===== config.mk =====
export PLATFORM = sky130hd
export DESIGN_NAME = accel_step_counter
export DESIGN_NICKNAME = d
export VERILOG_FILES = /design/src/rtl/acs_pkg.sv /design/src/rtl/accel_step_counter.sv /design/src/rtl/acs_sqr.sv /design/src/rtl/acs_sqrt.sv /design/src/rtl/acs_ring.sv
export SDC_FILE = /design/constraint.sdc
export NUM_CORES = 2
export LEC_CHECK = 0
export ABC_AREA = 1
export BUFFER_PORTS_ARGS = -buffer_cell sky130_fd_sc_hd__buf_4
export CAP_MARGIN = 20
export CORE_ASPECT_RATIO = 1.2
export CORE_MARGIN = 2
export CORE_UTILIZATION = 40
export DETAILED_ROUTE_END_ITERATION = 7
export REMOVE_ABC_BUFFERS = 1
export SYNTH_ARGS = -nofsm -noshare
export SYNTH_HDL_FRONTEND = slang
export SYNTH_SLANG_ARGS = --single-unit

===== constraint.sdc =====
create_clock -name clk_i -period 8.7 [get_ports clk_i]
set_input_delay 0.435 -clock clk_i [delete_from_list [all_inputs] [get_ports clk_i]]
set_output_delay 0.435 -clock clk_i [all_outputs]
set_load 0.01 [all_outputs]

===== src/rtl/acs_pkg.sv =====
// Shared types and constants for the accelerometer step counter.
// No dependencies; every other file in rtl/ uses it by scoped names.
`timescale 1ns / 1ps

package acs_pkg;

  localparam int unsigned OP_W     = 16;  // squarer operand and magnitude width
  localparam int unsigned SQ_W     = 32;  // squares and sum of squares
  localparam int unsigned ENERGY_W = 36;
  localparam int unsigned LIMIT_W  = 8;
  localparam int unsigned STEP_W   = 32;
  localparam int unsigned APB_AW   = 4;
  localparam int unsigned APB_DW   = 64;

  localparam logic [ENERGY_W-1:0] ENERGY_MAX  = 36'hF_FFFF_FFFF;
  localparam logic [ENERGY_W-1:0] THRESH_RST  = 36'd20971;
  localparam logic [LIMIT_W-1:0]  HOLDOFF_RST = 8'd7;

  // register select is paddr[3]: 8-byte register slots
  localparam logic REG_THRESH  = 1'b0;
  localparam logic REG_HOLDOFF = 1'b1;

  typedef struct packed {
    logic start;
    logic clear;
  } sqr_ctl_t;

  typedef struct packed {
    logic busy;
    logic done;
  } unit_st_t;

endpackage


===== src/rtl/accel_step_counter.sv =====
// Step counter top: sequencer, window energy, peak/holdoff FSM and APB registers.
// Depends on acs_pkg, acs_sqr, acs_sqrt, acs_ring.
`timescale 1ns / 1ps

// One sample word is processed at a time: the shared bit-serial squarer runs
// for x, y and z, then the serial square root, then the squarer again for the
// squared magnitude difference. Each of these five passes has a start, one bit
// step per operand bit and a done handoff. Then the old square is taken out of
// the window energy and the new one added, and S_EVAL decides the step and
// loads the output register. The next word is taken the cycle after that load,
// even while the result waits, so a new word can be taken before the last
// result is read; a finished result that finds the output register still full
// holds the sequencer and so the input. Ring contents come up as zero after
// reset (per-row valid bits), so no clearing pass is needed. Registers:
// energy_threshold at byte address 0, holdoff_limit at 8 (paddr[3] selects).
module accel_step_counter #(
  parameter int unsigned WINDOW_DEPTH = 16
) (
  input  logic                             clk_i,
  input  logic                             rst_ni,
  // sample input
  input  logic                             in_valid_i,
  output logic                             in_ready_o,
  input  logic signed [15:0]               accel_x_i,
  input  logic signed [15:0]               accel_y_i,
  input  logic signed [15:0]               accel_z_i,
  // result output
  output logic                             out_valid_o,
  input  logic                             out_ready_i,
  output logic [acs_pkg::STEP_W-1:0]       step_total_o,
  output logic [1:0]                       phase_o,
  output logic [acs_pkg::ENERGY_W-1:0]     window_energy_o,
  output logic [acs_pkg::OP_W-1:0]         accel_magnitude_o,
  // APB configuration
  input  logic                             psel,
  input  logic                             penable,
  input  logic                             pwrite,
  input  logic [acs_pkg::APB_AW-1:0]       paddr,
  input  logic [acs_pkg::APB_DW-1:0]       pwdata,
  output logic [acs_pkg::APB_DW-1:0]       prdata,
  output logic                             pready
);

  localparam int unsigned ADDR_W = $clog2(WINDOW_DEPTH);
  // running sum is exact; wide enough for DEPTH full-scale squares and the cap
  localparam int unsigned TOT_W  = (ADDR_W > 4) ? (acs_pkg::SQ_W + ADDR_W) : 37;

  typedef enum logic [1:0] {
    PH_IDLE   = 2'd0,
    PH_DETECT = 2'd1,
    PH_HOLD   = 2'd2
  } phase_e;

  typedef enum logic [3:0] {
    S_IDLE,
    S_SQX,
    S_SQY,
    S_SQZ,
    S_ROOT,
    S_DIFF,
    S_SUB,
    S_EVAL
  } seq_e;

  // ---------------- configuration ----------------
  logic [acs_pkg::ENERGY_W-1:0] thresh_q;
  logic [acs_pkg::LIMIT_W-1:0]  limit_q;

  always_ff @(posedge clk_i or negedge rst_ni) begin
    if (!rst_ni) begin
      thresh_q <= acs_pkg::THRESH_RST;
      limit_q  <= acs_pkg::HOLDOFF_RST;
    end else if (psel && penable && pwrite) begin
      unique case (paddr[3])
        acs_pkg::REG_THRESH:  thresh_q <= pwdata[acs_pkg::ENERGY_W-1:0];
        acs_pkg::REG_HOLDOFF: limit_q  <= pwdata[acs_pkg::LIMIT_W-1:0];
        default: ;
      endcase
    end
  end

  always_comb begin
    unique case (paddr[3])
      acs_pkg::REG_THRESH:  prdata = acs_pkg::APB_DW'(thresh_q);
      acs_pkg::REG_HOLDOFF: prdata = acs_pkg::APB_DW'(limit_q);
      default:              prdata = '0;
    endcase
  end

  assign pready = 1'b1;

  // ---------------- datapath units ----------------
  seq_e                         seq_q;
  acs_pkg::sqr_ctl_t            sq_ctl_q;
  acs_pkg::unit_st_t            sq_st;
  acs_pkg::unit_st_t            rt_st;
  logic [acs_pkg::OP_W-1:0]     sq_op_q;
  logic [acs_pkg::SQ_W-1:0]     sq_acc;
  logic                         rt_start_q;
  logic [acs_pkg::OP_W-1:0]     root;
  logic                         sq_start;
  logic                         sq_clear;

  logic [ADDR_W-1:0]            idx_q;
  logic [ADDR_W-1:0]            prev_idx;
  logic [ADDR_W-1:0]            next_idx;
  logic [acs_pkg::OP_W-1:0]     prev_mag;
  logic [acs_pkg::OP_W-1:0]     next_mag;
  logic [acs_pkg::SQ_W-1:0]     old_sq;
  logic [acs_pkg::OP_W-1:0]     abs_y_q, abs_z_q, mag_q;
  logic                         accept;

  assign accept   = in_valid_i && in_ready_o;
  assign prev_idx = (idx_q == '0) ? ADDR_W'(WINDOW_DEPTH - 1) : idx_q - ADDR_W'(1);
  assign next_idx = (idx_q == ADDR_W'(WINDOW_DEPTH - 1)) ? '0 : idx_q + ADDR_W'(1);

  // squarer starts on a new word, after x and y, and for the difference;
  // clear only matters together with start
  assign sq_start = ((seq_q == S_IDLE) && in_valid_i) ||
                    (((seq_q == S_SQX) || (seq_q == S_SQY)) && sq_st.done) ||
                    ((seq_q == S_ROOT) && rt_st.done);
  assign sq_clear = (seq_q == S_IDLE) || (seq_q == S_ROOT);

  acs_sqr u_sqr (
    .clk_i     (clk_i),
    .rst_ni    (rst_ni),
    .ctl_i     (sq_ctl_q),
    .operand_i (sq_op_q),
    .st_o      (sq_st),
    .acc_o     (sq_acc)
  );

  acs_sqrt u_sqrt (
    .clk_i      (clk_i),
    .rst_ni     (rst_ni),
    .start_i    (rt_start_q),
    .radicand_i (sq_acc),
    .st_o       (rt_st),
    .root_o     (root)
  );

  acs_ring #(
    .DEPTH (WINDOW_DEPTH)
  ) u_ring (
    .clk_i       (clk_i),
    .rst_ni      (rst_ni),
    .wr_en_i     (seq_q == S_SUB),
    .wr_addr_i   (idx_q),
    .wr_mag_i    (mag_q),
    .wr_sq_i     (sq_acc),
    .rd_en_i     (accept),
    .prev_addr_i (prev_idx),
    .next_addr_i (next_idx),
    .self_addr_i (idx_q),
    .prev_mag_o  (prev_mag),
    .next_mag_o  (next_mag),
    .old_sq_o    (old_sq)
  );

  // ---------------- operand prep ----------------
  logic [15:0] xb, yb, zb;
  logic [acs_pkg::OP_W-1:0] abs_x, abs_y, abs_z;
  logic [acs_pkg::OP_W-1:0] mag_diff;

  assign xb    = accel_x_i;
  assign yb    = accel_y_i;
  assign zb    = accel_z_i;
  // -32768 becomes 32768, still fits unsigned 16 bits
  assign abs_x = xb[15] ? 16'(~xb + 16'd1) : xb;
  assign abs_y = yb[15] ? 16'(~yb + 16'd1) : yb;
  assign abs_z = zb[15] ? 16'(~zb + 16'd1) : zb;
  assign mag_diff = (root >= prev_mag) ? (root - prev_mag) : (prev_mag - root);

  // ---------------- step decision ----------------
  logic [TOT_W-1:0]             tot_q;
  phase_e                       phase_q, phase_n;
  logic [acs_pkg::STEP_W-1:0]   step_q, step_n;
  logic [acs_pkg::LIMIT_W-1:0]  hold_q, hold_n;
  logic [acs_pkg::LIMIT_W:0]    hold_inc;
  logic [acs_pkg::ENERGY_W-1:0] energy;
  logic                         peak;
  logic                         out_free;

  logic                         out_valid_q;
  logic [acs_pkg::STEP_W-1:0]   o_step_q;
  phase_e                       o_phase_q;
  logic [acs_pkg::ENERGY_W-1:0] o_energy_q;
  logic [acs_pkg::OP_W-1:0]     o_mag_q;

  assign energy   = (tot_q > TOT_W'(acs_pkg::ENERGY_MAX)) ? acs_pkg::ENERGY_MAX
                                                          : tot_q[acs_pkg::ENERGY_W-1:0];
  assign peak     = (mag_q > prev_mag) && (mag_q > next_mag);
  assign hold_inc = {1'b0, hold_q} + (acs_pkg::LIMIT_W + 1)'(1);
  assign out_free = !out_valid_q || out_ready_i;

  always_comb begin
    step_n  = step_q;
    hold_n  = hold_q;
    phase_n = PH_IDLE;
    unique case (phase_q)
      PH_DETECT: begin
        step_n  = step_q + acs_pkg::STEP_W'(1);
        hold_n  = '0;
        phase_n = PH_HOLD;
      end
      PH_HOLD: begin
        hold_n  = hold_inc[acs_pkg::LIMIT_W-1:0];
        phase_n = (hold_inc > {1'b0, limit_q}) ? PH_IDLE : PH_HOLD;
      end
      default: begin
        phase_n = ((energy > thresh_q) && peak) ? PH_DETECT : PH_IDLE;
      end
    endcase
  end

  always_ff @(posedge clk_i or negedge rst_ni) begin
    if (!rst_ni) begin
      seq_q       <= S_IDLE;
      sq_ctl_q    <= '0;
      rt_start_q  <= 1'b0;
      sq_op_q     <= '0;
      abs_y_q     <= '0;
      abs_z_q     <= '0;
      mag_q       <= '0;
      tot_q       <= '0;
      idx_q       <= '0;
      phase_q     <= PH_IDLE;
      step_q      <= '0;
      hold_q      <= '0;
      out_valid_q <= 1'b0;
      o_step_q    <= '0;
      o_phase_q   <= PH_IDLE;
      o_energy_q  <= '0;
      o_mag_q     <= '0;
    end else begin
      sq_ctl_q   <= '{start: sq_start, clear: sq_clear};
      rt_start_q <= (seq_q == S_SQZ) && sq_st.done;
      // in S_EVAL the output register is refilled instead
      if (out_valid_q && out_ready_i && (seq_q != S_EVAL)) begin
        out_valid_q <= 1'b0;
      end
      unique case (seq_q)
        S_IDLE: begin
          if (in_valid_i) begin
            sq_op_q <= abs_x;
            abs_y_q <= abs_y;
            abs_z_q <= abs_z;
            seq_q   <= S_SQX;
          end
        end
        S_SQX: begin
          if (sq_st.done) begin
            sq_op_q <= abs_y_q;
            seq_q   <= S_SQY;
          end
        end
        S_SQY: begin
          if (sq_st.done) begin
            sq_op_q <= abs_z_q;
            seq_q   <= S_SQZ;
          end
        end
        S_SQZ: begin
          if (sq_st.done) begin
            seq_q <= S_ROOT;
          end
        end
        S_ROOT: begin
          if (rt_st.done) begin
            mag_q   <= root;
            sq_op_q <= mag_diff;
            seq_q   <= S_DIFF;
          end
        end
        S_DIFF: begin
          // drop the square being overwritten, the new one goes in next cycle
          if (sq_st.done) begin
            tot_q <= tot_q - TOT_W'(old_sq);
            seq_q <= S_SUB;
          end
        end
        S_SUB: begin
          tot_q <= tot_q + TOT_W'(sq_acc);
          seq_q <= S_EVAL;
        end
        S_EVAL: begin
          if (out_free) begin
            phase_q     <= phase_n;
            step_q      <= step_n;
            hold_q      <= hold_n;
            idx_q       <= next_idx;
            o_step_q    <= step_n;
            o_phase_q   <= phase_n;
            o_energy_q  <= energy;
            o_mag_q     <= mag_q;
            out_valid_q <= 1'b1;
            seq_q       <= S_IDLE;
          end
        end
        default: seq_q <= S_IDLE;
      endcase
    end
  end

  assign in_ready_o        = (seq_q == S_IDLE);
  assign out_valid_o       = out_valid_q;
  assign step_total_o      = o_step_q;
  assign phase_o           = o_phase_q;
  assign window_energy_o   = o_energy_q;
  assign accel_magnitude_o = o_mag_q;

  // ---------------- assertions ----------------
  a_accept_starts: assert property (@(posedge clk_i) disable iff (!rst_ni)
    accept |=> (sq_ctl_q.start && sq_ctl_q.clear))
    else $error("squarer not started on accepted word");

  a_units_idle: assert property (@(posedge clk_i) disable iff (!rst_ni)
    in_ready_o |-> (!sq_st.busy && !rt_st.busy))
    else $error("serial unit busy while taking a new word");

  a_one_done: assert property (@(posedge clk_i) disable iff (!rst_ni)
    !(sq_st.done && rt_st.done))
    else $error("squarer and root finished together");

  a_step_from_detect: assert property (@(posedge clk_i) disable iff (!rst_ni)
    (step_q != $past(step_q)) |-> ($past(phase_q) == PH_DETECT))
    else $error("step count moved outside detect");

endmodule


===== src/rtl/acs_sqr.sv =====
// Bit-serial squarer with accumulate: one multiplier bit per cycle.
// Depends on acs_pkg.
`timescale 1ns / 1ps

module acs_sqr (
  input  logic                      clk_i,
  input  logic                      rst_ni,
  input  acs_pkg::sqr_ctl_t         ctl_i,
  input  logic [acs_pkg::OP_W-1:0]  operand_i,
  output acs_pkg::unit_st_t         st_o,
  output logic [acs_pkg::SQ_W-1:0]  acc_o
);

  localparam int unsigned CNT_W = $clog2(acs_pkg::OP_W);

  logic [acs_pkg::SQ_W-1:0] mcand_q;
  logic [acs_pkg::OP_W-1:0] mplier_q;
  logic [acs_pkg::SQ_W-1:0] acc_q;
  logic [CNT_W-1:0]         cnt_q;
  logic                     busy_q;
  logic                     done_q;

  always_ff @(posedge clk_i or negedge rst_ni) begin
    if (!rst_ni) begin
      cnt_q  <= '0;
      busy_q <= 1'b0;
      done_q <= 1'b0;
    end else begin
      done_q <= !ctl_i.start && busy_q && (cnt_q == CNT_W'(acs_pkg::OP_W - 1));
      if (ctl_i.start) begin
        cnt_q  <= '0;
        busy_q <= 1'b1;
      end else if (busy_q) begin
        cnt_q <= cnt_q + CNT_W'(1);
        if (cnt_q == CNT_W'(acs_pkg::OP_W - 1)) begin
          busy_q <= 1'b0;
        end
      end
    end
  end

  // acc keeps its value without clear, so several squares add up
  always_ff @(posedge clk_i) begin
    if (ctl_i.start) begin
      mcand_q  <= acs_pkg::SQ_W'(operand_i);
      mplier_q <= operand_i;
      if (ctl_i.clear) begin
        acc_q <= '0;
      end
    end else if (busy_q) begin
      if (mplier_q[0]) begin
        acc_q <= acc_q + mcand_q;
      end
      mcand_q  <= mcand_q << 1;
      mplier_q <= mplier_q >> 1;
    end
  end

  assign st_o.busy = busy_q;
  assign st_o.done = done_q;
  assign acc_o     = acc_q;

endmodule


===== src/rtl/acs_sqrt.sv =====
// Digit-serial integer square root: two radicand bits, one root bit per cycle.
// Depends on acs_pkg.
`timescale 1ns / 1ps

module acs_sqrt (
  input  logic                      clk_i,
  input  logic                      rst_ni,
  input  logic                      start_i,
  input  logic [acs_pkg::SQ_W-1:0]  radicand_i,
  output acs_pkg::unit_st_t         st_o,
  output logic [acs_pkg::OP_W-1:0]  root_o
);

  localparam int unsigned RT_W  = acs_pkg::OP_W;
  localparam int unsigned REM_W = RT_W + 2;
  localparam int unsigned CNT_W = $clog2(RT_W);

  logic [acs_pkg::SQ_W-1:0] rad_q;
  logic [REM_W-1:0]         rem_q;
  logic [RT_W-1:0]          root_q;
  logic [CNT_W-1:0]         cnt_q;
  logic                     busy_q;
  logic                     done_q;

  logic [REM_W+1:0] rem_sh;
  logic [REM_W+2:0] trial;

  assign rem_sh = {rem_q, rad_q[acs_pkg::SQ_W-1 -: 2]};
  assign trial  = {1'b0, rem_sh} - (REM_W + 3)'({root_q, 2'b01});

  always_ff @(posedge clk_i or negedge rst_ni) begin
    if (!rst_ni) begin
      cnt_q  <= '0;
      busy_q <= 1'b0;
      done_q <= 1'b0;
    end else begin
      done_q <= !start_i && busy_q && (cnt_q == CNT_W'(RT_W - 1));
      if (start_i) begin
        cnt_q  <= '0;
        busy_q <= 1'b1;
      end else if (busy_q) begin
        cnt_q <= cnt_q + CNT_W'(1);
        if (cnt_q == CNT_W'(RT_W - 1)) begin
          busy_q <= 1'b0;
        end
      end
    end
  end

  always_ff @(posedge clk_i) begin
    if (start_i) begin
      rad_q  <= radicand_i;
      rem_q  <= '0;
      root_q <= '0;
    end else if (busy_q) begin
      rad_q <= rad_q << 2;
      if (!trial[REM_W+2]) begin
        rem_q  <= trial[REM_W-1:0];
        root_q <= {root_q[RT_W-2:0], 1'b1};
      end else begin
        rem_q  <= rem_sh[REM_W-1:0];
        root_q <= {root_q[RT_W-2:0], 1'b0};
      end
    end
  end

  assign st_o.busy = busy_q;
  assign st_o.done = done_q;
  assign root_o    = root_q;

endmodule


===== src/rtl/acs_ring.sv =====
// Magnitude and squared-difference rings with per-row valid bits.
// Unwritten rows read as zero. Depends on acs_pkg.
`timescale 1ns / 1ps

module acs_ring #(
  parameter  int unsigned DEPTH = 16,
  localparam int unsigned AW    = $clog2(DEPTH)
) (
  input  logic                      clk_i,
  input  logic                      rst_ni,
  input  logic                      wr_en_i,
  input  logic [AW-1:0]             wr_addr_i,
  input  logic [acs_pkg::OP_W-1:0]  wr_mag_i,
  input  logic [acs_pkg::SQ_W-1:0]  wr_sq_i,
  input  logic                      rd_en_i,
  input  logic [AW-1:0]             prev_addr_i,
  input  logic [AW-1:0]             next_addr_i,
  input  logic [AW-1:0]             self_addr_i,
  output logic [acs_pkg::OP_W-1:0]  prev_mag_o,
  output logic [acs_pkg::OP_W-1:0]  next_mag_o,
  output logic [acs_pkg::SQ_W-1:0]  old_sq_o
);

  logic [acs_pkg::OP_W-1:0] mag_mem [DEPTH];
  logic [acs_pkg::SQ_W-1:0] sq_mem  [DEPTH];
  logic [DEPTH-1:0]         valid_q;

  logic [acs_pkg::OP_W-1:0] prev_mag_q;
  logic [acs_pkg::OP_W-1:0] next_mag_q;
  logic [acs_pkg::SQ_W-1:0] old_sq_q;

  always_ff @(posedge clk_i or negedge rst_ni) begin
    if (!rst_ni) begin
      valid_q <= '0;
    end else if (wr_en_i) begin
      valid_q[wr_addr_i] <= 1'b1;
    end
  end

  always_ff @(posedge clk_i) begin
    if (wr_en_i) begin
      mag_mem[wr_addr_i] <= wr_mag_i;
      sq_mem[wr_addr_i]  <= wr_sq_i;
    end
  end

  always_ff @(posedge clk_i) begin
    if (rd_en_i) begin
      prev_mag_q <= valid_q[prev_addr_i] ? mag_mem[prev_addr_i] : '0;
      next_mag_q <= valid_q[next_addr_i] ? mag_mem[next_addr_i] : '0;
      old_sq_q   <= valid_q[self_addr_i] ? sq_mem[self_addr_i]  : '0;
    end
  end

  assign prev_mag_o = prev_mag_q;
  assign next_mag_o = next_mag_q;
  assign old_sq_o   = old_sq_q;

endmodule

==> impl_results.md <==
- H-tree depth: 4
- Synth top area share: 43.8%
- Reg clk slew, reported paths: 0.06 ns
- Dpl ws: 3.71 ns
- Critical Path Fanout Max: 77
- Synth cell types: 56
- Total clock sinks: 1256
- IO Port Bufs: 215
- Final WS setup: 3.67 ns
- Largest net degree at the start of global routing: 194
- WL per Instance: 20.2 µm
- Reg2reg setup slack: 3.67 ns
- Worst slew pin tran: 1.16 ns
- Outcome: finished, final reports clean
- Post-synth EDFFs: 928
- Critical Path Slowest Stage Cell: dfrtp_4
- Final critical-path share of the clock period: 57.8%
- Vias in the first global route: 47800
- Clk Latency, worst-skew pair: 0.78 ns
- Mean number of vias per cell: 5.39
- Worst clock skew: 0.0282 ns
- Crit path from: idx_q[0]
- Max VDD drop: 0.275 mV
- DRC viols: 0
- Synth warn: 0
- Final count of negative-setup-slack endpoints: 0
- Via count: 50100
- Share of layout cells above drive strength 1: 8.29%
- RR Startpoint: idx_q[0]
- CTS Buffer Depth: 3
- Min-delay worst type: input pin to flop
- Crit path DAT: 5.55 ns
- Crit path capture: u_ring.prev_mag_o[7]
- Die area: 162000 µm²
- Ratio of total power to cell area: 362 nW/µm²
- Critical path capture point type: flop
- Area of the mapped netlist: 63600 µm²
- Max-slew headroom: 22.5%
- Switching portion of total power: 43.5%
- Ant diodes: 0
- Design Area, Final: 72200 µm²
- Crit-path cells: inv_6 > ha_2 > nand2_4 > nand2_1 > buf_4 > inv_1 > nand3_1 > nand3_1 > nand2_1 > nand3_1 > inv_1
- Post-route antenna net violation count: 0
- Logic pwr share: 45.3%
- Largest cells by area after synthesis: edfxtp_1 (44%), dfrtp_1 (10%), nand2_1 (8.9%)
- Register area share after synthesis: 56.4%
- Top achievable clock speed: 199 MHz
- Die X: 368 µm
- Pint: 0.0148 W
- Area leader, netlist: edfxtp_1
- FP Rows: 160
- CTS tree: yes
- Min cycle time layout: 5.03 ns
- Sequential Power Share: 33.1%
- R2R depth: 11
- Max-cap violations: 0
- Cts repair resizes: 0
- Top_reg_cell synth: edfxtp_1
- CP peak stage delay: 0.93 ns
- Switching power: 0.0114 W
- Leakage power: 29.8 nW
- Post-synthesis cell count: 6906
- RSZ-0062 raised after global routing: no
- Hold_ws: 0.0653 ns
- Root buf cell: clkbuf_16
- Clock Power Share: 21.6%
- CP most frequent cell: nand3_1
- GR Util All Layers: 22.7%
- Total power: 0.0262 W
- Final Hold Fails: 0
- Synth cell count leaders: nand2_1 (1509), edfxtp_1 (928), nor2_1 (703)
- First-pass GRT wire length: 285000 µm
- RePlAce Congestion: 0.927
- Area Overhead vs Synth: 13.6%
- Die Y: 441 µm
- Worst R2R End: u_ring.prev_mag_o[7]
- 1st-iter DRT viols: 4655
- Initial Util: 40.2%
- DRT Wirelength: 188000 µm
- Max-slew violation count: 0
- CP required: 9.22 ns
- Total gr overflow: 0
- Router iterations before antenna repair: 8
- Final setup TNS: 0 ns
- Antenna violations before repair: 1
- Area of the core: 158000 µm²
- Async SR Flop Fraction: 22.1%
- Most frequent cell after synthesis: nand2_1
- Final HPWL DP: 117000 µm
- Placement Cell Area: 67200 µm²
- Avg Cell Area, Syn: 9.21 µm²
- TritonCTS Buffers: 135
- Crit start category: flop
- IO Count: 276
- Nets@finish: 7428
- Synthesis-stage register bit count: 1256
- Crit path kind: flop to flop
stage by stage:
step / cells / util (%)
CTS: 9304 / 45.7
finish: 9306 / 45.7
global placement: 8993 / 42.5
detailed placement: 8993 / 42.5
floorplan: 6591 / -
global route: 9306 / 45.7
placed cells by master (no fill, tap or decap), drive strengths merged, types with 3 or more instances in the layout:
master          n
xor2           77
a21o           15
ha            206
clkinvlp        3
clkinv         44
a31oi          37
dlygate4sd3    69
nor2          712
a41oi          32
nand3         391
nand3b         11
a22o            3
bufinv          7
nor3           42
nor3b           5
conb           29
o21a           11
nand2        1521
dfxtp          50
dfrtp         266
o21ai         684
o21bai         13
or2            36
a21boi          4
o31ai           7
xnor2          30
o211ai        156
nand4          50
nor4            9
a21oi         375
clkbuf        186
o22ai         173
and2            4
buf           298
fa              4
edfxtp        928
inv           681
a221oi          7
o221ai          5
dfstp          12
cell families (layout without fill, tap and decap cells):
family | count (synthesis) | after routing | share of synthesized area, %
other | 2 | 29 | 0.0118
and+or+nand+nor | 2784 | 2784 | 18.0
DFF | 1256 | 1256 | 56.4
AOI/OAI and AO/OA | 1526 | 1526 | 13.5
xor gates and xnor gates | 107 | 107 | 1.47
buffers and inverters | 1021 | 1288 | 6.46
adders and majority gates | 210 | 210 | 4.18
how the worst min path moves through the flow:
stage | to | slack, ns | start | cells past startpoint
after floorplan | abs_y_q[0] | 0.14 | rst_ni | 0
after global placement | u_sqrt.rem_q[17] | 0.44 | u_sqrt.rem_q[17] | 2
after detailed placement | u_sqrt.rem_q[16] | 0.44 | u_sqrt.rem_q[16] | 2
after CTS | abs_z_q[6] | 0.02 | accel_z_i[6] | 3
after global routing | abs_z_q[6] | 0.07 | accel_z_i[6] | 3
final | abs_y_q[1] | 0.07 | accel_y_i[1] | 5
repair_timing:
action                     4_1_cts  5_1_grt
buffers inserted                 0        0
hold endpoints to repair       153        0
setup endpoints to repair        0        0
hold buffers                    69        0
final cells by class:
class,count,area (µm²)
Tap cell,2106,2640
Inverter,679,2560
Clock buffer,186,3730
Fill cell,15100,85900
Clock inverter,56,544
Multi-Input combinational cell,4656,23900
Timing Repair Buffer,367,3010
Sequential cell,1256,35800
critical path, delay by kind of cell, from the launching register on:
| family | cells | cell delay, ns |
|---|---|---|
| buf+inv | 4 | 1.08 |
| fa+ha+maj | 1 | 0.36 |
| simple gates | 6 | 2.30 |
| flops | 1 | 0.93 |
power by group through the flow:
| stage | sequential (W) | clock, W | combinational, W |
|---|---|---|---|
| after detailed placement | 0.00877 | 0 | 0.0117 |
| after CTS | 0.00865 | 0.00573 | 0.0118 |
| final | 0.00866 | 0.00564 | 0.0119 |
| after global routing | 0.00875 | 0.00596 | 0.0132 |
| after floorplan | 0.00870 | 0 | 0.00773 |
| after global placement | 0.00875 | 0 | 0.0115 |
sequential cells by signal (all words and copies together), names as in the netlist, 18 cells and up:
register,count
step_total_o,32
thresh_q,36
tot_q,37
u_ring.mag_mem,256
u_ring.old_sq_o,32
u_ring.sq_mem,512
u_sqr.acc_o,32
u_sqr.mcand_q,32
u_sqrt.rad_q,32
u_sqrt.rem_q,18
window_energy_o,36
layer usage:
layer / GRT usage, % / wire length (µm) / vias up
li1: - / - / 24000
met2: 39.0 / 91300 / 1728
met4: 7.36 / 5620 / 0
met3: 3.46 / 12300 / 311
met5: 0 / 0 / -
met1: 29.3 / 78900 / 24000
Power figures use the tool's default switching activity.
